[config.mk]
export PLATFORM = sky130hd
export DESIGN_NAME = packet_length_minimizer
export DESIGN_NICKNAME = d
export VERILOG_FILES = /design/src/rtl/plm_pkg.sv /design/src/rtl/plm_ctrl.sv /design/src/rtl/plm_dp.sv /design/src/rtl/packet_length_minimizer.sv
export VERILOG_INCLUDE_DIRS = /design/src /design/src/rtl
export SDC_FILE = /design/constraint.sdc
export NUM_CORES = 1
export LEC_CHECK = 0
export ABC_AREA = 1
export BUFFER_PORTS_ARGS = -buffer_cell sky130_fd_sc_hd__buf_4
export CAP_MARGIN = 20
export CORE_ASPECT_RATIO = 1.1
export CORE_MARGIN = 2
export CORE_UTILIZATION = 65
export DETAILED_ROUTE_END_ITERATION = 10
export GPL_TIMING_DRIVEN = 0
export PLACE_DENSITY = 0.85
export SETUP_SLACK_MARGIN = 0.5
export SYNTH_ARGS = -nofsm -noshare
export SYNTH_HDL_FRONTEND = slang
export SYNTH_SLANG_ARGS = --single-unit
[constraint.sdc]
create_clock -name clock -period 5.5 [get_ports clock]
set_input_delay 0.55 -clock clock [delete_from_list [all_inputs] [get_ports clock]]
set_output_delay 0.55 -clock clock [all_outputs]
set_load 0.05 [all_outputs]
[src/rtl/packet_length_minimizer_assert.svh]
// ----------------------------------------------------------------------------
// Packet length minimizer assertion macros
// Short forms for the concurrent checks at the end of the top level.
// ----------------------------------------------------------------------------
`ifndef PACKET_LENGTH_MINIMIZER_ASSERT_SVH
`define PACKET_LENGTH_MINIMIZER_ASSERT_SVH

// Consequent must hold in the same cycle as the antecedent.
`define PLM_ASSERT_SAME(label, clk, rst, ante, cons) \
   label: assert property (@(posedge clk) disable iff (rst) (ante) |-> (cons)) \
      else $error("plm check failed: same-cycle implication");

// Consequent must hold in the cycle after the antecedent.
`define PLM_ASSERT_NEXT(label, clk, rst, ante, cons) \
   label: assert property (@(posedge clk) disable iff (rst) (ante) |=> (cons)) \
      else $error("plm check failed: next-cycle implication");

`endif

[src/rtl/plm_pkg.sv]
// ----------------------------------------------------------------------------
// plm_pkg
// Shared constants, payload types and controller/datapath interface structs.
// ----------------------------------------------------------------------------
package plm_pkg;

   localparam int MAX_FRAME      = 64;
   localparam int FRAME_OVERHEAD = 6;
   localparam int HDR_LEN        = FRAME_OVERHEAD - 1;

   localparam int LEN_W     = 7;
   localparam int BYTE_W    = 8;
   localparam int MS_W      = 16;
   localparam int CSR_W     = 16;
   localparam int CSR_IDX_W = 2;

   localparam logic [MS_W-1:0] MS_MAX = '1;

   // input item kinds
   localparam logic [1:0] KIND_START  = 2'd0;
   localparam logic [1:0] KIND_TICK   = 2'd1;
   localparam logic [1:0] KIND_CANCEL = 2'd2;

   // mutation codes
   localparam logic [1:0] MUT_NONE    = 2'd0;
   localparam logic [1:0] MUT_BAD_CHK = 2'd1;
   localparam logic [1:0] MUT_SYNC    = 2'd2;
   localparam logic [1:0] MUT_LEN     = 2'd3;

   // register indexes
   localparam logic [CSR_IDX_W-1:0] CSR_SYNC_BYTE      = 2'd0;
   localparam logic [CSR_IDX_W-1:0] CSR_COMMAND_BYTE   = 2'd1;
   localparam logic [CSR_IDX_W-1:0] CSR_RECOVER_TMO    = 2'd2;
   localparam logic [CSR_IDX_W-1:0] CSR_OBSERVE_WINDOW = 2'd3;

   localparam logic [BYTE_W-1:0] SYNC_RESET     = 8'hA5;
   localparam logic [BYTE_W-1:0] COMMAND_RESET  = 8'h01;
   localparam logic [MS_W-1:0]   RECOVER_RESET  = 16'd2000;
   localparam logic [MS_W-1:0]   OBSERVE_RESET  = 16'd500;
   localparam logic [BYTE_W-1:0] BYTE_ONES      = 8'hFF;
   localparam logic [BYTE_W-1:0] BYTE_ZERO      = 8'h00;

   // frame header positions
   localparam logic [LEN_W-1:0] POS_SYNC = 7'd0;
   localparam logic [LEN_W-1:0] POS_CMD  = 7'd1;
   localparam logic [LEN_W-1:0] POS_LEN  = 7'd2;

   typedef enum logic [1:0] {
      PH_IDLE,
      PH_WAIT,
      PH_SEND,
      PH_OBSERVE
   } phase_type;

   typedef struct packed {
      logic [1:0]       kind;
      logic [LEN_W-1:0] original_len;
      logic [1:0]       mutation_code;
      logic             heartbeat_alive;
      logic             heartbeat_seen;
   } req_type;

   typedef struct packed {
      logic              byte_valid;
      logic [BYTE_W-1:0] packet_byte;
      logic              last;
      logic              finished;
      logic              cancelled;
      logic [LEN_W-1:0]  best_len;
      logic              clear_detector;
      logic              busy_res;
   } rsp_type;

   typedef struct packed {
      logic step;         // apply the accepted item to the search state
      logic start_frame;  // rewind the frame byte counter
      logic load_status;  // load the status result into the output register
      logic load_byte;    // load the next frame byte into the output register
   } ctl_cmd_type;

   typedef struct packed {
      logic emit_frame;   // the offered item sends a probe frame
      logic last_byte;    // the byte counter is on the final frame byte
   } dp_sts_type;

endpackage

[src/rtl/plm_ctrl.sv]
// ----------------------------------------------------------------------------
// plm_ctrl
// Handshake sequencer: takes items, streams frame bytes, owns output valid.
// ----------------------------------------------------------------------------
module plm_ctrl
   import plm_pkg::*;
(
   input  logic        clock,
   input  logic        reset,
   input  logic        req_valid,
   output logic        req_stall,
   output logic        rsp_valid,
   input  logic        rsp_stall,
   output ctl_cmd_type cmd,
   input  dp_sts_type  sts
);

   typedef enum logic {
      CTL_ITEM,
      CTL_FRAME
   } ctl_state_type;

   ctl_state_type state_ff, state_in;
   logic          rsp_valid_ff, rsp_valid_in;
   logic          out_free;
   logic          accept;

   assign out_free  = !rsp_valid_ff || !rsp_stall;
   assign rsp_valid = rsp_valid_ff;

   always_comb begin
      state_in     = state_ff;
      rsp_valid_in = rsp_valid_ff && rsp_stall;
      cmd          = '0;
      req_stall    = 1'b1;
      accept       = 1'b0;
      unique case (state_ff)
         CTL_ITEM: begin
            req_stall = !out_free;
            accept    = req_valid && out_free;
            cmd.step  = accept;
            if (accept && sts.emit_frame) begin
               cmd.start_frame = 1'b1;
               state_in        = CTL_FRAME;
            end else if (accept) begin
               cmd.load_status = 1'b1;
               rsp_valid_in    = 1'b1;
            end
         end
         CTL_FRAME: begin
            if (out_free) begin
               cmd.load_byte = 1'b1;
               rsp_valid_in  = 1'b1;
               if (sts.last_byte) begin
                  state_in = CTL_ITEM;
               end
            end
         end
         default: begin
            state_in = CTL_ITEM;
         end
      endcase
   end

   always_ff @(posedge clock) begin
      if (reset) begin
         state_ff     <= CTL_ITEM;
         rsp_valid_ff <= 1'b0;
      end else begin
         state_ff     <= state_in;
         rsp_valid_ff <= rsp_valid_in;
      end
   end

endmodule

[src/rtl/plm_dp.sv]
// ----------------------------------------------------------------------------
// plm_dp
// Search state, configuration registers, frame byte generator, output data.
// ----------------------------------------------------------------------------
module plm_dp
   import plm_pkg::*;
(
   input  logic                 clock,
   input  logic                 reset,
   input  ctl_cmd_type          cmd,
   output dp_sts_type           sts,
   input  req_type              req_data,
   input  logic                 csr_we,
   input  logic [CSR_IDX_W-1:0] csr_index,
   input  logic [CSR_W-1:0]     csr_wdata,
   output rsp_type              rsp_data
);

   logic [BYTE_W-1:0] sync_ff, command_ff;
   logic [MS_W-1:0]   timeout_ff, window_ff;

   phase_type         phase_ff, phase_in;
   logic [LEN_W-1:0]  lower_ff, lower_in;
   logic [LEN_W-1:0]  upper_ff, upper_in;
   logic [LEN_W-1:0]  probe_ff, probe_in;
   logic [LEN_W-1:0]  shortest_ff, shortest_in;
   logic [MS_W-1:0]   elapsed_ff, elapsed_in;
   logic [1:0]        mut_ff, mut_in;

   logic [LEN_W-1:0]  pos_ff;
   logic [BYTE_W-1:0] chk_ff;
   rsp_type           rsp_data_ff;

   logic [MS_W-1:0]   elapsed_inc;
   logic [LEN_W-1:0]  olen_clamp;
   logic [LEN_W:0]    lower_p1;
   logic [LEN_W:0]    mid_sum;
   logic              fin, canc, clr, emit;

   logic [LEN_W-1:0]  pay;
   logic [LEN_W:0]    chk_pos;
   logic [BYTE_W-1:0] raw_byte, frame_byte;
   rsp_type           status_rsp, byte_rsp;

   // ---- search step ----
   always_comb begin
      elapsed_inc = (elapsed_ff == MS_MAX) ? elapsed_ff : elapsed_ff + 1'b1;
      olen_clamp  = (req_data.original_len > LEN_W'(MAX_FRAME)) ?
                    LEN_W'(MAX_FRAME) : req_data.original_len;
      lower_p1    = {1'b0, lower_ff} + 1'b1;
      mid_sum     = {1'b0, lower_ff} + {1'b0, upper_ff};

      phase_in    = phase_ff;
      lower_in    = lower_ff;
      upper_in    = upper_ff;
      probe_in    = probe_ff;
      shortest_in = shortest_ff;
      elapsed_in  = elapsed_ff;
      mut_in      = mut_ff;
      fin         = 1'b0;
      canc        = 1'b0;
      clr         = 1'b0;
      emit        = 1'b0;

      unique case (req_data.kind)
         KIND_START: begin
            probe_in    = olen_clamp;
            shortest_in = olen_clamp;
            lower_in    = LEN_W'(FRAME_OVERHEAD + 1);
            upper_in    = olen_clamp;
            mut_in      = req_data.mutation_code;
            elapsed_in  = '0;
            phase_in    = PH_WAIT;
         end
         KIND_CANCEL: begin
            if (phase_ff != PH_IDLE) begin
               phase_in = PH_IDLE;
               canc     = 1'b1;
            end
         end
         KIND_TICK: begin
            if (phase_ff != PH_IDLE) begin
               elapsed_in = elapsed_inc;
            end
            unique case (phase_ff)
               PH_WAIT: begin
                  if (req_data.heartbeat_alive) begin
                     if ({1'b0, upper_ff} <= lower_p1) begin
                        phase_in = PH_IDLE;
                        fin      = 1'b1;
                     end else begin
                        probe_in   = mid_sum[LEN_W:1];
                        phase_in   = PH_SEND;
                        elapsed_in = '0;
                     end
                  end else if (elapsed_inc > timeout_ff) begin
                     phase_in = PH_IDLE;
                     fin      = 1'b1;
                  end
               end
               PH_SEND: begin
                  phase_in   = PH_OBSERVE;
                  elapsed_in = '0;
                  emit       = probe_ff > LEN_W'(FRAME_OVERHEAD);
               end
               PH_OBSERVE: begin
                  if (!req_data.heartbeat_alive && req_data.heartbeat_seen) begin
                     shortest_in = probe_ff;
                     upper_in    = probe_ff;
                     clr         = 1'b1;
                     phase_in    = PH_WAIT;
                     elapsed_in  = '0;
                  end else if (elapsed_inc >= window_ff) begin
                     lower_in   = probe_ff;
                     phase_in   = PH_WAIT;
                     elapsed_in = '0;
                  end
               end
               default: begin
                  phase_in = phase_ff;
               end
            endcase
         end
         default: begin
            phase_in = phase_ff;
         end
      endcase
   end

   // ---- frame byte generator ----
   always_comb begin
      pay     = probe_ff - LEN_W'(FRAME_OVERHEAD);
      chk_pos = {1'b0, pay} + (LEN_W + 1)'(HDR_LEN);

      raw_byte = BYTE_ZERO;
      priority if (pos_ff == POS_CMD) begin
         raw_byte = command_ff;
      end else if (pos_ff == POS_LEN) begin
         raw_byte = BYTE_W'(pay);
      end else if ({1'b0, pos_ff} >= (LEN_W + 1)'(HDR_LEN) && {1'b0, pos_ff} < chk_pos) begin
         raw_byte = BYTE_W'(pos_ff - LEN_W'(HDR_LEN));
      end else begin
         raw_byte = BYTE_ZERO;
      end

      priority if (pos_ff == POS_SYNC) begin
         frame_byte = (mut_ff == MUT_SYNC) ? BYTE_ONES : sync_ff;
      end else if (pos_ff == POS_LEN && mut_ff == MUT_LEN) begin
         frame_byte = BYTE_ONES;
      end else if ({1'b0, pos_ff} == chk_pos) begin
         frame_byte = (mut_ff == MUT_BAD_CHK) ? ~chk_ff : chk_ff;
      end else begin
         frame_byte = raw_byte;
      end
   end

   assign sts.emit_frame = emit;
   assign sts.last_byte  = pos_ff == (probe_ff - LEN_W'(1));

   always_comb begin
      status_rsp                = '0;
      status_rsp.last           = 1'b1;
      status_rsp.finished       = fin;
      status_rsp.cancelled      = canc;
      status_rsp.best_len       = shortest_in;
      status_rsp.clear_detector = clr;
      status_rsp.busy_res       = phase_in != PH_IDLE;

      byte_rsp             = '0;
      byte_rsp.byte_valid  = 1'b1;
      byte_rsp.packet_byte = frame_byte;
      byte_rsp.last        = sts.last_byte;
      byte_rsp.best_len    = shortest_ff;
      byte_rsp.busy_res    = phase_ff != PH_IDLE;
   end

   // ---- control and configuration state ----
   always_ff @(posedge clock) begin
      if (reset) begin
         sync_ff     <= SYNC_RESET;
         command_ff  <= COMMAND_RESET;
         timeout_ff  <= RECOVER_RESET;
         window_ff   <= OBSERVE_RESET;
         phase_ff    <= PH_IDLE;
         lower_ff    <= '0;
         upper_ff    <= '0;
         probe_ff    <= '0;
         shortest_ff <= '0;
         elapsed_ff  <= '0;
         mut_ff      <= MUT_NONE;
      end else begin
         if (csr_we) begin
            unique case (csr_index)
               CSR_SYNC_BYTE:      sync_ff    <= csr_wdata[BYTE_W-1:0];
               CSR_COMMAND_BYTE:   command_ff <= csr_wdata[BYTE_W-1:0];
               CSR_RECOVER_TMO:    timeout_ff <= csr_wdata[MS_W-1:0];
               CSR_OBSERVE_WINDOW: window_ff  <= csr_wdata[MS_W-1:0];
               default:            sync_ff    <= sync_ff;
            endcase
         end
         if (cmd.step) begin
            phase_ff    <= phase_in;
            lower_ff    <= lower_in;
            upper_ff    <= upper_in;
            probe_ff    <= probe_in;
            shortest_ff <= shortest_in;
            elapsed_ff  <= elapsed_in;
            mut_ff      <= mut_in;
         end
      end
   end

   // ---- frame counter, running checksum and output data ----
   always_ff @(posedge clock) begin
      if (cmd.start_frame) begin
         pos_ff <= '0;
         chk_ff <= BYTE_ZERO;
      end else if (cmd.load_byte) begin
         pos_ff <= pos_ff + 1'b1;
         chk_ff <= chk_ff ^ raw_byte;
      end
      if (cmd.load_status) begin
         rsp_data_ff <= status_rsp;
      end else if (cmd.load_byte) begin
         rsp_data_ff <= byte_rsp;
      end
   end

   assign rsp_data = rsp_data_ff;

endmodule

[src/rtl/packet_length_minimizer.sv]
// ----------------------------------------------------------------------------
// packet_length_minimizer
// Binary search for the shortest probe frame that still crashes a target.
// ----------------------------------------------------------------------------
// Usage:
//   req_*  : input transactions. A start transaction loads the failing length
//            and mutation; each tick transaction (one per millisecond) carries
//            the heartbeat levels; a cancel transaction stops the search.
//   rsp_*  : result transactions. Every input transaction yields one status
//            result, except the tick that sends a probe, which yields one
//            result per frame byte (last marks the final one).
//   csr_*  : register writes (sync byte, command byte, recovery timeout,
//            observe window); the user must make them only while no
//            transaction is in flight, which the block does not enforce.
// Timing: a status result is registered, ready in the cycle after its input
//   transaction; a probe of N bytes streams one byte per cycle while the
//   output is not stalled, paced by the single frame byte counter.
// Reset: the search goes idle, all bounds clear and the registers return to
//   their defaults; no result is pending.
// Stall: rsp_stall holds the output register; while it is full and stalled
//   req_stall rises, and req_stall stays high for the whole frame stream.
// ----------------------------------------------------------------------------
module packet_length_minimizer
   import plm_pkg::*;
(
   input  logic                 clock,
   input  logic                 reset,
   input  logic                 req_valid,
   output logic                 req_stall,
   input  req_type              req_data,
   output logic                 rsp_valid,
   input  logic                 rsp_stall,
   output rsp_type              rsp_data,
   input  logic                 csr_we,
   input  logic [CSR_IDX_W-1:0] csr_index,
   input  logic [CSR_W-1:0]     csr_wdata
);

   ctl_cmd_type cmd;
   dp_sts_type  sts;

   // sequence transactions and frame bytes
   plm_ctrl u_ctrl (
      .clock     (clock),
      .reset     (reset),
      .req_valid (req_valid),
      .req_stall (req_stall),
      .rsp_valid (rsp_valid),
      .rsp_stall (rsp_stall),
      .cmd       (cmd),
      .sts       (sts)
   );

   // hold search state, build frame bytes, drive result data
   plm_dp u_dp (
      .clock     (clock),
      .reset     (reset),
      .cmd       (cmd),
      .sts       (sts),
      .req_data  (req_data),
      .csr_we    (csr_we),
      .csr_index (csr_index),
      .csr_wdata (csr_wdata),
      .rsp_data  (rsp_data)
   );

`include "packet_length_minimizer_assert.svh"

   // no input transaction may be taken while a frame byte is loaded
   `PLM_ASSERT_SAME(a_no_step_in_frame, clock, reset, cmd.load_byte, !cmd.step)
   // a probe frame only goes out during an active search
   `PLM_ASSERT_SAME(a_frame_busy, clock, reset, rsp_valid && rsp_data.byte_valid, rsp_data.busy_res)
   // an ended search never reports busy
   `PLM_ASSERT_SAME(a_end_idle, clock, reset, rsp_valid && (rsp_data.finished || rsp_data.cancelled), !rsp_data.busy_res)
   // input holds off once a frame stream starts
   `PLM_ASSERT_NEXT(a_frame_stalls_req, clock, reset, cmd.start_frame, req_stall)

endmodule

==> impl_metrics.py, run 1 <==
metrics = {
    "clocking": {
        "clockBufferDepth": 2,
        "clkSinkCount": 134,
        "cts_resized": 0,
        "cts_tree": "done",
        "post_cts_buffers": 0,
        "cts_buffers": 17,
        "htree_levels": 4,
        "hold_buffers": 0,
        "path_clk_slew_ns": 0.06,
        "root_buffer": "clkbuf_16",
        "clkLatencyLatePin_ns": 0.43,
    },
    "synthesis": {
        "synthFlopType": "dfxtp_1",
        "yosysUniqueCellTypes": 56,
        "synth_edf_count": 11,
        "syn_area_mm2": 0.00857,
        "netlist_instances": 1212,
        "synthArstFlopShare": 0,
        "ys_seq_area_frac": 0.326,
        "synth_nets": 1313,
        "yosys_warnings": 0,
        "synth_area_per_cell_um2": 7.07,
        "ys_seq_elements": 134,
    },
    "power": {
        "power.total_mw": 2.62,
        "clock_power_share": 0.408,
        "powerDensity_mw_per_mm2": 269,
        "switchingPower_mw": 0.770,
        "internal-power_mw": 1.85,
        "pwr-share-seq": 0.414,
        "pwr-share-comb": 0.177,
        "p_sw_frac": 0.294,
        "power.leakage_nw": 4.55,
        "ir_worst_vdd_uv": 210,
    },
    "floorplanning": {
        "die_area_mm2": 0.0141,
        "io_pins": 59,
        "start_util": 0.657,
        "rows": 44,
        "core_area_mm2": 0.0130,
        "die_y_um": 124,
        "die_x_um": 113,
    },
    "routing": {
        "dr.pass1.iters": 6,
        "dr_wl_met3_um": 1360,
        "viasPerCell": 5.62,
        "drtAntennaViolNets": 0,
        "vias": 8205,
        "wire_per_inst_um": 15.1,
        "wl_met2_um": 10800,
        "drtIter0Drc": 613,
        "top_layer": "met4",
        "drt-total-wl_um": 22000,
        "m1WireLength_um": 8970,
        "post-route-drc-count": 0,
    },
    "setup_path": {
        "crit_required_ns": 5.86,
        "worstPathArrival_ns": 4.66,
        "crit_path_start_kind": "flop",
        "path_class": "flop to flop",
        "slowest_stage": "a2111oi_0",
        "path_cells": "ha_1, inv_1, nor2_4, nand2_2, nor2_2, nor2_2, nand2_1, nor2_4, nand2_2, nor2_1, xnor2_1, inv_1, ha_1, a21oi_1, nand3b_1, a21oi_1, a2111oi_0, nand3_2, nand2_4, buf_12, nand2_2, nand2_1, nand2_1, a21oi_2",
        "critPathCaptureType": "flop",
        "path_max_fanout": 10,
        "cpPeakStageDelay_ns": 0.86,
    },
    "sta": {
        "setup_slack_ns": 1.20,
        "skew_ns": 0.0119,
        "maxSlewViolCount": 0,
        "relSlewSlack": 0.263,
        "rsz0062_at_grt": "false",
        "finalCritPeriodShare": 0.782,
        "min_period_ns": 4.30,
        "hold_violations": 0,
        "report.final.setup_viol": 0,
        "setup_tns_ns": 0,
        "worst_pin_slew_ns": 1.08,
        "max_freq_mhz": 232,
    },
    "finish": {
        "area_delta_synth_final_pct": 13.8,
        "layout_common_cells": "nand2_1, inv_1, dfxtp_1",
        "final_common_cell": "nand2_1",
        "diodes": 0,
        "layout.nets": 1388,
        "drive_above_1_share": 0.125,
        "nFillCells": 1040,
    },
    "placed_design": {
        "dp_hpwl_um": 16600,
        "place.gp.congestion": 0.965,
        "io_buffer_count": 56,
        "dp_slack_ns": 1.31,
    },
    "global_routing": {
        "grt_pass1_wl_um": 36200,
        "antenna_found_initial": 0,
        "track_usage": 0.318,
        "grt_max_degree": 17,
        "grt_pass1_vias": 7629,
        "grt_overflow": 0,
    },
    "min_path": {
        "min_path_type": "input pin to flop",
    },
    "flow_run": {
        "max-cap-violations": 0,
    },
    "outcome": {
        "status": "finished clean",
    },
}
[power by group through the flow]
stage	combinational (mW)	clock (mW)	sequential [mW]
final	0.464	1.07	1.09
after global routing	0.519	1.12	1.09
after CTS	0.458	1.07	1.09
after detailed placement	0.453	0	1.11
after global placement	0.442	0	1.10
after floorplan	0.312	0	1.11
[sequential cells by signal, indices dropped and copies added (netlist names)]
register	flops
u_dp.sync_ff	8
u_ctrl.state_ff	1
u_dp.shortest_ff	7
u_dp.phase_ff	2
u_dp.upper_ff	7
u_ctrl.rsp_valid	1
u_dp.pos_ff	7
u_dp.window_ff	16
u_dp.rsp_data	21
u_dp.lower_ff	7
u_dp.probe_ff	7
u_dp.elapsed_ff	16
u_dp.mut_ff	2
u_dp.command_ff	8
u_dp.chk_ff	8
u_dp.timeout_ff	16
[critical path: cells and delay by family, from the launching register on]
kind / cells / cell delay [ns]
flip-flops: 1 / 0.42
buffers and inverters: 3 / 0.37
AO/OA/AOI/OAI: 4 / 1.21
adder cells (fa/ha/maj): 2 / 0.56
AND/OR/NAND/NOR: 14 / 1.46
XOR/XNOR: 1 / 0.22
[path summary, 6_finish.rpt]
check / from / slack, ns / depth (start not counted) / end
min: csr_wdata[10] / 0.35 / 3 / u_dp.timeout_ff[10]$_SDFFE_PP1P_
max: u_dp.elapsed_ff[0]$_SDFFE_PP0P_ / 1.20 / 24 / u_dp.elapsed_ff[8]$_SDFFE_PP0P_
min reg2reg: u_dp.rsp_data[17]$_SDFFE_PP0P_ / 0.45 / 2 / u_dp.rsp_data[17]$_SDFFE_PP0P_
max reg2reg: u_dp.elapsed_ff[0]$_SDFFE_PP0P_ / 1.20 / 24 / u_dp.elapsed_ff[8]$_SDFFE_PP0P_
[synth_stat cells, types with 18 or more instances]
cell type	number	share of area
nand3_1	61	0.036
o21ai_0	73	0.043
clkbuf_1	21	0.0092
a21oi_1	97	0.057
nor2_1	111	0.049
nand2_1	272	0.12
o211ai_1	18	0.016
ha_1	64	0.093
dfxtp_1	123	0.29
inv_1	153	0.067
nand2_2	19	0.014
xor2_1	26	0.027
[cell type report]
class | count | area [um^2] | share of cell area
Multi-Input combinational cell | 882 | 4950 | 0.507
Sequential cell | 134 | 2790 | 0.286
Inverter | 162 | 608 | 0.0624
Clock buffer | 19 | 454 | 0.0466
Timing Repair Buffer | 56 | 420 | 0.0431
Buffer | 34 | 221 | 0.0227
Tap cell | 161 | 201 | 0.0207
Clock inverter | 12 | 104 | 0.0107
[metrics by stage]
step	instances	cell area, um^2	util	hold slack (ns)
after CTS	1460	9750	0.747	0.355
after floorplan	1212	8570	-	0.421
after global routing	1460	9750	0.747	0.365
final	1460	9750	0.747	0.353
after global placement	1429	9190	0.704	0.442
after detailed placement	1429	9190	0.704	0.445
[kinds of logic (layout without fill, tap and decap cells)]
kind of cell | Yosys count | after routing | synth area share
simple gates | 526 | 526 | 0.271
compound gates | 253 | 253 | 0.169
buf+inv | 196 | 283 | 0.0968
flops | 134 | 134 | 0.326
fa+ha+maj | 65 | 65 | 0.0958
xor+xnor | 38 | 38 | 0.0406
[routing by layer]
| metal | GRT usage | vias up |
|---|---|---|
| met4 | 0.135 | 0 |
| li1 | - | 4143 |
| met3 | 0.0584 | 70 |
| met2 | 0.547 | 302 |
| met1 | 0.389 | 3690 |
| met5 | 0 | - |
No activity file was read; power rests on OpenSTA's default activity.
==> inputs of run 2 (changes only) <==
--- a/config.mk
+++ b/config.mk
@@ -11,10 +11,10 @@
 export CAP_MARGIN = 20
 export CORE_ASPECT_RATIO = 1.1
 export CORE_MARGIN = 2
-export CORE_UTILIZATION = 65
+export CORE_UTILIZATION = 62
 export DETAILED_ROUTE_END_ITERATION = 10
 export GPL_TIMING_DRIVEN = 0
-export PLACE_DENSITY = 0.85
+export PLACE_DENSITY = 0.81
 export SETUP_SLACK_MARGIN = 0.5
 export SYNTH_ARGS = -nofsm -noshare
 export SYNTH_HDL_FRONTEND = slang
==> constraint.sdc (replaced) <==
create_clock -name clock -period 4.2 [get_ports clock]
set_input_delay 0.42 -clock clock [delete_from_list [all_inputs] [get_ports clock]]
set_output_delay 0.42 -clock clock [all_outputs]
set_load 0.05 [all_outputs]
==> run 2 against run 1 <==
  * Die area grew 4.7%
  * First-iteration DRC count increased by 6.4%
  * Power is 37% higher
  * Global-route usage fell by 0.52 points
  * Highest routed layer unchanged
  * Combinational power grew 34%
  * Critical endpoint is now u_dp.rsp_data[10]$_SDFFCE_PN0P_
  * Clock skew down 0.0018 ns
  * Critical path depth shrank 4
  * Register-to-register slack lost 0.71 ns
  * Sequential share of layout area is 0.86 points lower
  * Design area up 3.3%
==> impl_metrics.py, run 2 (synthesized netlist as in run 1, its figures left out) <==
metrics = {
    "outcome": {
        "status": "finished clean",
    },
    "sta": {
        "setup_slack_ns": 0.490,
        "hold_violations": 0,
        "finalCritPeriodShare": 0.883,
        "min_period_ns": 3.71,
        "worst_pin_slew_ns": 0.803,
        "report.final.setup_viol": 0,
        "maxSlewViolCount": 0,
        "skew_ns": 0.0101,
        "max_freq_mhz": 270,
        "setup_tns_ns": 0,
        "whs_ns": 0.212,
        "relSlewSlack": 0.461,
        "rsz0062_at_grt": "true",
    },
    "floorplanning": {
        "core_area_mm2": 0.0137,
        "rows": 45,
        "die_area_mm2": 0.0148,
        "io_pins": 59,
        "start_util": 0.626,
        "die_y_um": 127,
        "die_x_um": 116,
    },
    "finish": {
        "layout.nets": 1394,
        "diodes": 0,
        "layout_common_cells": "nand2_1, inv_1, dfxtp_1",
        "drive_above_1_share": 0.152,
        "final_common_cell": "nand2_1",
        "area_delta_synth_final_pct": 17.5,
        "final_util": 0.736,
        "largest_reg_flops": 21,
    },
    "clocking": {
        "cts_buffers": 17,
        "htree_levels": 4,
        "clockBufferDepth": 2,
        "root_buffer": "clkbuf_16",
        "cts_tree": "done",
        "clkLatencyLatePin_ns": 0.43,
        "clkSinkCount": 134,
        "path_clk_slew_ns": 0.06,
    },
    "placed_design": {
        "dp_slack_ns": -0.0226,
        "io_buffer_count": 56,
        "dp_hpwl_um": 17100,
        "place.gp.congestion": 0.950,
    },
    "routing": {
        "drtAntennaViolNets": 0,
        "viasPerCell": 5.56,
        "vias": 8313,
        "drtIter0Drc": 652,
        "drt-total-wl_um": 23000,
        "dr.pass1.iters": 5,
        "wire_per_inst_um": 15.4,
        "post-route-drc-count": 0,
    },
    "power": {
        "power.total_mw": 3.59,
        "pwr-share-comb": 0.174,
        "p_sw_frac": 0.301,
        "clock_power_share": 0.431,
        "power.leakage_nw": 4.68,
        "switchingPower_mw": 1.08,
        "ir_worst_vdd_uv": 258,
        "pwr-share-seq": 0.396,
        "internal-power_mw": 2.51,
        "powerDensity_mw_per_mm2": 357,
    },
    "min_path": {
        "min_path_type": "input pin to flop",
    },
    "setup_path": {
        "cp_num_cells": 20,
        "crit_family": "simple AND/OR/NAND/NOR gates",
        "crit_path_start_kind": "flop",
        "reg2reg_slack_ns": 0.49,
        "endpoint": "u_dp.rsp_data[10]$_SDFFCE_PN0P_",
        "reg2reg_depth": 20,
        "path_cells": "nand2_1, nor2_1, inv_1, nor2_4, nand2_2, nor2_4, nand2_4, nor3_4, nand2_2, xor2_2, inv_2, ha_4, nand4_1, inv_1, nand2_2, nor3b_2, nand2_1, nand2_1, nand2_2, a2111oi_1",
        "cp-startpoint": "u_dp.elapsed_ff[2]$_SDFFE_PP0P_",
        "critical_path_buf_inv_count": 3,
        "cpMostUsedCell": "nand2_2",
        "rr_endpoint": "u_dp.rsp_data[10]$_SDFFCE_PN0P_",
        "path_class": "flop to flop",
        "crit_required_ns": 4.35,
        "cpPeakStageDelay_ns": 0.55,
        "slowest_stage": "a2111oi_1",
        "path_max_fanout": 7,
        "critPathCaptureType": "flop",
        "timing.rr.start": "u_dp.elapsed_ff[2]$_SDFFE_PP0P_",
        "worstPathArrival_ns": 3.86,
    },
    "global_routing": {
        "grt_overflow": 0,
        "grt_max_degree": 17,
        "grt_pass1_vias": 7543,
        "track_usage": 0.313,
        "grt_pass1_wl_um": 36200,
        "antenna_found_initial": 0,
    },
    "flow_run": {
        "max-cap-violations": 0,
    },
}
run 2: how the worst min path moves through the flow:
stage,from,end,cells after the start
2_1_floorplan,u_dp.command_ff[0]$_SDFFE_PP1P_,u_dp.command_ff[0]$_SDFFE_PP1P_,2
3_3_place_gp,u_dp.sync_ff[3]$_SDFFE_PP0P_,u_dp.sync_ff[3]$_SDFFE_PP0P_,2
3_5_place_dp,u_dp.rsp_data[18]$_SDFFE_PP0P_,u_dp.rsp_data[18]$_SDFFE_PP0P_,2
4_1_cts,csr_wdata[9],u_dp.timeout_ff[9]$_SDFFE_PP1P_,3
5_1_grt,csr_wdata[9],u_dp.timeout_ff[9]$_SDFFE_PP1P_,3
6_report,csr_wdata[9],u_dp.timeout_ff[9]$_SDFFE_PP1P_,3
run 2: metal layers:
metal	track usage	routed length, um	vias to the layer above
met4	0.122	860	0
li1	-	-	4141
met2	0.537	11300	293
met3	0.0489	1360	74
met1	0.394	9530	3805
met5	0	0	-
run 2: area by class of cell:
| class | instances | area, um^2 |
|---|---|---|
| buffer | 34 | 221 |
| clock buffer | 18 | 450 |
| clock inverter | 14 | 166 |
| fill | 1113 | 3610 |
| inverter | 162 | 608 |
| multi-input combinational | 882 | 5120 |
| sequential | 134 | 2800 |
| tap | 188 | 235 |
| timing repair buffer | 62 | 465 |
run 2: per-stage QoR:
step / area (um^2) / instances
2_1_floorplan: 8570 / 1212
3_3_place_gp: 9220 / 1456
3_5_place_dp: 9220 / 1456
4_1_cts: 9910 / 1489
5_1_grt: 10100 / 1494
6_report: 10100 / 1494
run 2: worst min-delay path: stages:
cell and delay (ns):
buf_4 0.08, nand2_1 0.04, o211ai_1 0.06
run 2: repair_timing:
action,in CTS,in global routing
hold buffers,0,0
resized for setup,12,27
pin swaps,1,10
endpoints found under the setup margin,26,26
setup buffers,1,5
run 2: power groups by stage:
| stage | clock network (mW) | logic [mW] | registers, mW |
|---|---|---|---|
| final | 1.55 | 0.623 | 1.42 |
| after detailed placement | 0 | 0.601 | 1.45 |
| after floorplan | 0 | 0.408 | 1.46 |
| after global routing | 1.61 | 0.688 | 1.43 |
| after global placement | 0 | 0.585 | 1.45 |
| after CTS | 1.55 | 0.608 | 1.42 |
==> inputs of run 3 (changes only) <==
--- a/config.mk
+++ b/config.mk
@@ -11,10 +11,9 @@
 export CAP_MARGIN = 20
 export CORE_ASPECT_RATIO = 1.1
 export CORE_MARGIN = 2
-export CORE_UTILIZATION = 62
+export CORE_UTILIZATION = 55
 export DETAILED_ROUTE_END_ITERATION = 10
-export GPL_TIMING_DRIVEN = 0
-export PLACE_DENSITY = 0.81
+export PLACE_DENSITY = 0.74
 export SETUP_SLACK_MARGIN = 0.5
 export SYNTH_ARGS = -nofsm -noshare
 export SYNTH_HDL_FRONTEND = slang
==> run 3 against run 2 <==
  * Non-clock buffer count down 21
  * Via count down 3.2%
  * First-iteration DRC count down 23%
  * Highest routed layer unchanged
  * Global-route usage down 4.7 points
  * Design area down 1.1%
  * Critical path depth up 4
  * Worst setup slack better by 0.16 ns
  * Final cell count down 0.80%
==> impl_metrics.py, run 3 (synthesized netlist as in run 1, its figures left out) <==
metrics = {
    "outcome": {
        "status": "finished clean",
    },
    "routing": {
        "wire_per_inst_um": 14.7,
        "viasPerCell": 5.43,
        "dr.pass1.iters": 5,
        "drtIter0Drc": 503,
        "drt-total-wl_um": 21700,
        "drtAntennaViolNets": 0,
        "post-route-drc-count": 0,
        "vias": 8043,
    },
    "global_routing": {
        "use_met2": 0.447,
        "use_met3": 0.0494,
        "busiest_layer": "met2",
        "track_usage": 0.267,
        "grt_pass1_wl_um": 34900,
        "grt_use_met1": 0.340,
        "grt_overflow": 0,
        "grt_max_degree": 54,
        "antenna_found_initial": 0,
        "grt_pass1_vias": 7259,
    },
    "setup_path": {
        "reg2reg_depth": 24,
        "path_max_fanout": 8,
        "crit_required_ns": 4.57,
        "worstPathArrival_ns": 3.92,
        "path_class": "flop to flop",
        "critPathCaptureType": "flop",
        "crit_path_start_kind": "flop",
    },
    "sta": {
        "min_period_ns": 3.55,
        "worst_pin_slew_ns": 0.994,
        "hold_violations": 0,
        "rsz0062_at_grt": "true",
        "maxSlewViolCount": 0,
        "setup_tns_ns": 0,
        "setup_slack_ns": 0.649,
        "relSlewSlack": 0.337,
        "skew_ns": 0.00679,
        "finalCritPeriodShare": 0.846,
        "report.final.setup_viol": 0,
        "max_freq_mhz": 282,
    },
    "clocking": {
        "root_buffer": "clkbuf_16",
        "cts_buffers": 17,
        "clockBufferDepth": 2,
        "cts_tree": "done",
        "path_clk_slew_ns": 0.06,
        "htree_levels": 4,
        "clkSinkCount": 134,
        "clkLatencyLatePin_ns": 0.43,
    },
    "placed_design": {
        "dp_slack_ns": 0.362,
        "io_buffer_count": 58,
        "place.gp.congestion": 0.879,
        "dp_hpwl_um": 15600,
    },
    "power": {
        "p_sw_frac": 0.305,
        "switchingPower_mw": 1.09,
        "powerDensity_mw_per_mm2": 357,
        "power.leakage_nw": 4.67,
        "clock_power_share": 0.433,
        "ir_worst_vdd_uv": 402,
        "internal-power_mw": 2.47,
        "pwr-share-seq": 0.402,
        "pwr-share-comb": 0.165,
    },
    "floorplanning": {
        "rows": 47,
        "die_x_um": 123,
        "start_util": 0.565,
        "die_y_um": 135,
        "core_area_mm2": 0.0152,
        "die_area_mm2": 0.0166,
        "io_pins": 59,
    },
    "finish": {
        "diodes": 0,
        "multiInputGateArea_mm2": 0.00513,
        "nFillCells": 1339,
        "drive_above_1_share": 0.158,
        "final_common_cell": "nand2_1",
        "layout.nets": 1374,
        "layout_common_cells": "nand2_1, inv_1, dfxtp_1",
        "seqCellArea_mm2": 0.00280,
        "area_delta_synth_final_pct": 16.3,
        "largest_reg_flops": 21,
    },
    "min_path": {
        "holdPathStages": 3,
        "min_path_type": "input pin to flop",
    },
    "flow_run": {
        "max-cap-violations": 0,
    },
}
-- run 3: changes by cell type in the layout (fill, tap and decap cells not counted), sizes merged --
cell,change
buf,+8
clkbuf,-27
clkinv,-4
clkinvlp,-1
dlygate4sd1,-2
dlygate4sd3,-1
inv,+6
nand2,+1
-- run 3: final cells by class --
type,instances,area share
Sequential cell,134,0.281
Clock buffer,17,0.0427
Inverter,162,0.0613
Multi-Input combinational cell,883,0.515
Clock inverter,15,0.0181
Timing Repair Buffer,75,0.0569
Tap cell,196,0.0246
-- run 3: layer usage --
layer  up-vias  part of all wire
li1       4110                 -
met2       210              0.48
met1      3676              0.44
met5         -                 0
met3        47             0.048
met4         0             0.030
-- run 3: final timing paths --
check	start	end	slack, ns
hold / removal	csr_wdata[9]	u_dp.timeout_ff[9]$_SDFFE_PP1P_	0.22
setup / recovery	u_dp.elapsed_ff[1]$_SDFFE_PP0P_	u_dp.elapsed_ff[13]$_SDFFE_PP0P_	0.65
setup reg to reg	u_dp.elapsed_ff[1]$_SDFFE_PP0P_	u_dp.elapsed_ff[13]$_SDFFE_PP0P_	0.65
hold reg to reg	u_dp.rsp_data[18]$_SDFFE_PP0P_	u_dp.rsp_data[18]$_SDFFE_PP0P_	0.46
-- run 3: power by group through the flow --
| stage | registers, mW | clock network, mW | logic [mW] |
|---|---|---|---|
| 2_1_floorplan | 1.46 | 0 | 0.408 |
| 3_3_place_gp | 1.46 | 0 | 0.560 |
| 3_5_place_dp | 1.46 | 0 | 0.568 |
| 4_1_cts | 1.43 | 1.55 | 0.576 |
| 5_1_grt | 1.44 | 1.61 | 0.662 |
| 6_report | 1.43 | 1.54 | 0.587 |
-- run 3: timing repair --
| item | in CTS | in global routing |
|---|---|---|
| endpoints found under the hold margin | 0 | 0 |
| setup buffers | 0 | 9 |
| endpoints found under the setup margin | 24 | 27 |
| gates cloned | 1 | 0 |
| resized for setup | 7 | 35 |
| pin swaps | 1 | 25 |
| hold buffers | 0 | 0 |
-- run 3: worst max-delay path, cell delays in order, from the launching register on --
cell and delay (ns):
dfxtp_4 0.37, ha_4 0.17, inv_4 0.05, nor2_4 0.03, nand2_4 0.06, nor2_4 0.05, nor2_4 0.11, nand2_2 0.08
nor2_4 0.16, nand2_4 0.08, nor3_4 0.29, nand2_2 0.11, xor2_2 0.20, inv_2 0.08, ha_1 0.31, a21oi_2 0.15
nor2_1 0.07, a2111oi_2 0.28, buf_4 0.19, nand3_4 0.13, nand2_4 0.20, nand2_2 0.06, nand2_1 0.06, nand2_1 0.06
a21oi_2 0.10
-- run 3: metrics by stage --
step | total power, mW | utilization | instances | hold WS [ns] | cell area, um^2
global route | 3.71 | 0.657 | 1482 | 0.226 | 9960
detailed placement | 2.03 | 0.599 | 1439 | 0.446 | 9080
CTS | 3.56 | 0.642 | 1472 | 0.208 | 9740
global placement | 2.02 | 0.599 | 1439 | 0.442 | 9080
floorplan | 1.87 | - | 1212 | 0.421 | 8570
finish | 3.56 | 0.657 | 1482 | 0.216 | 9960
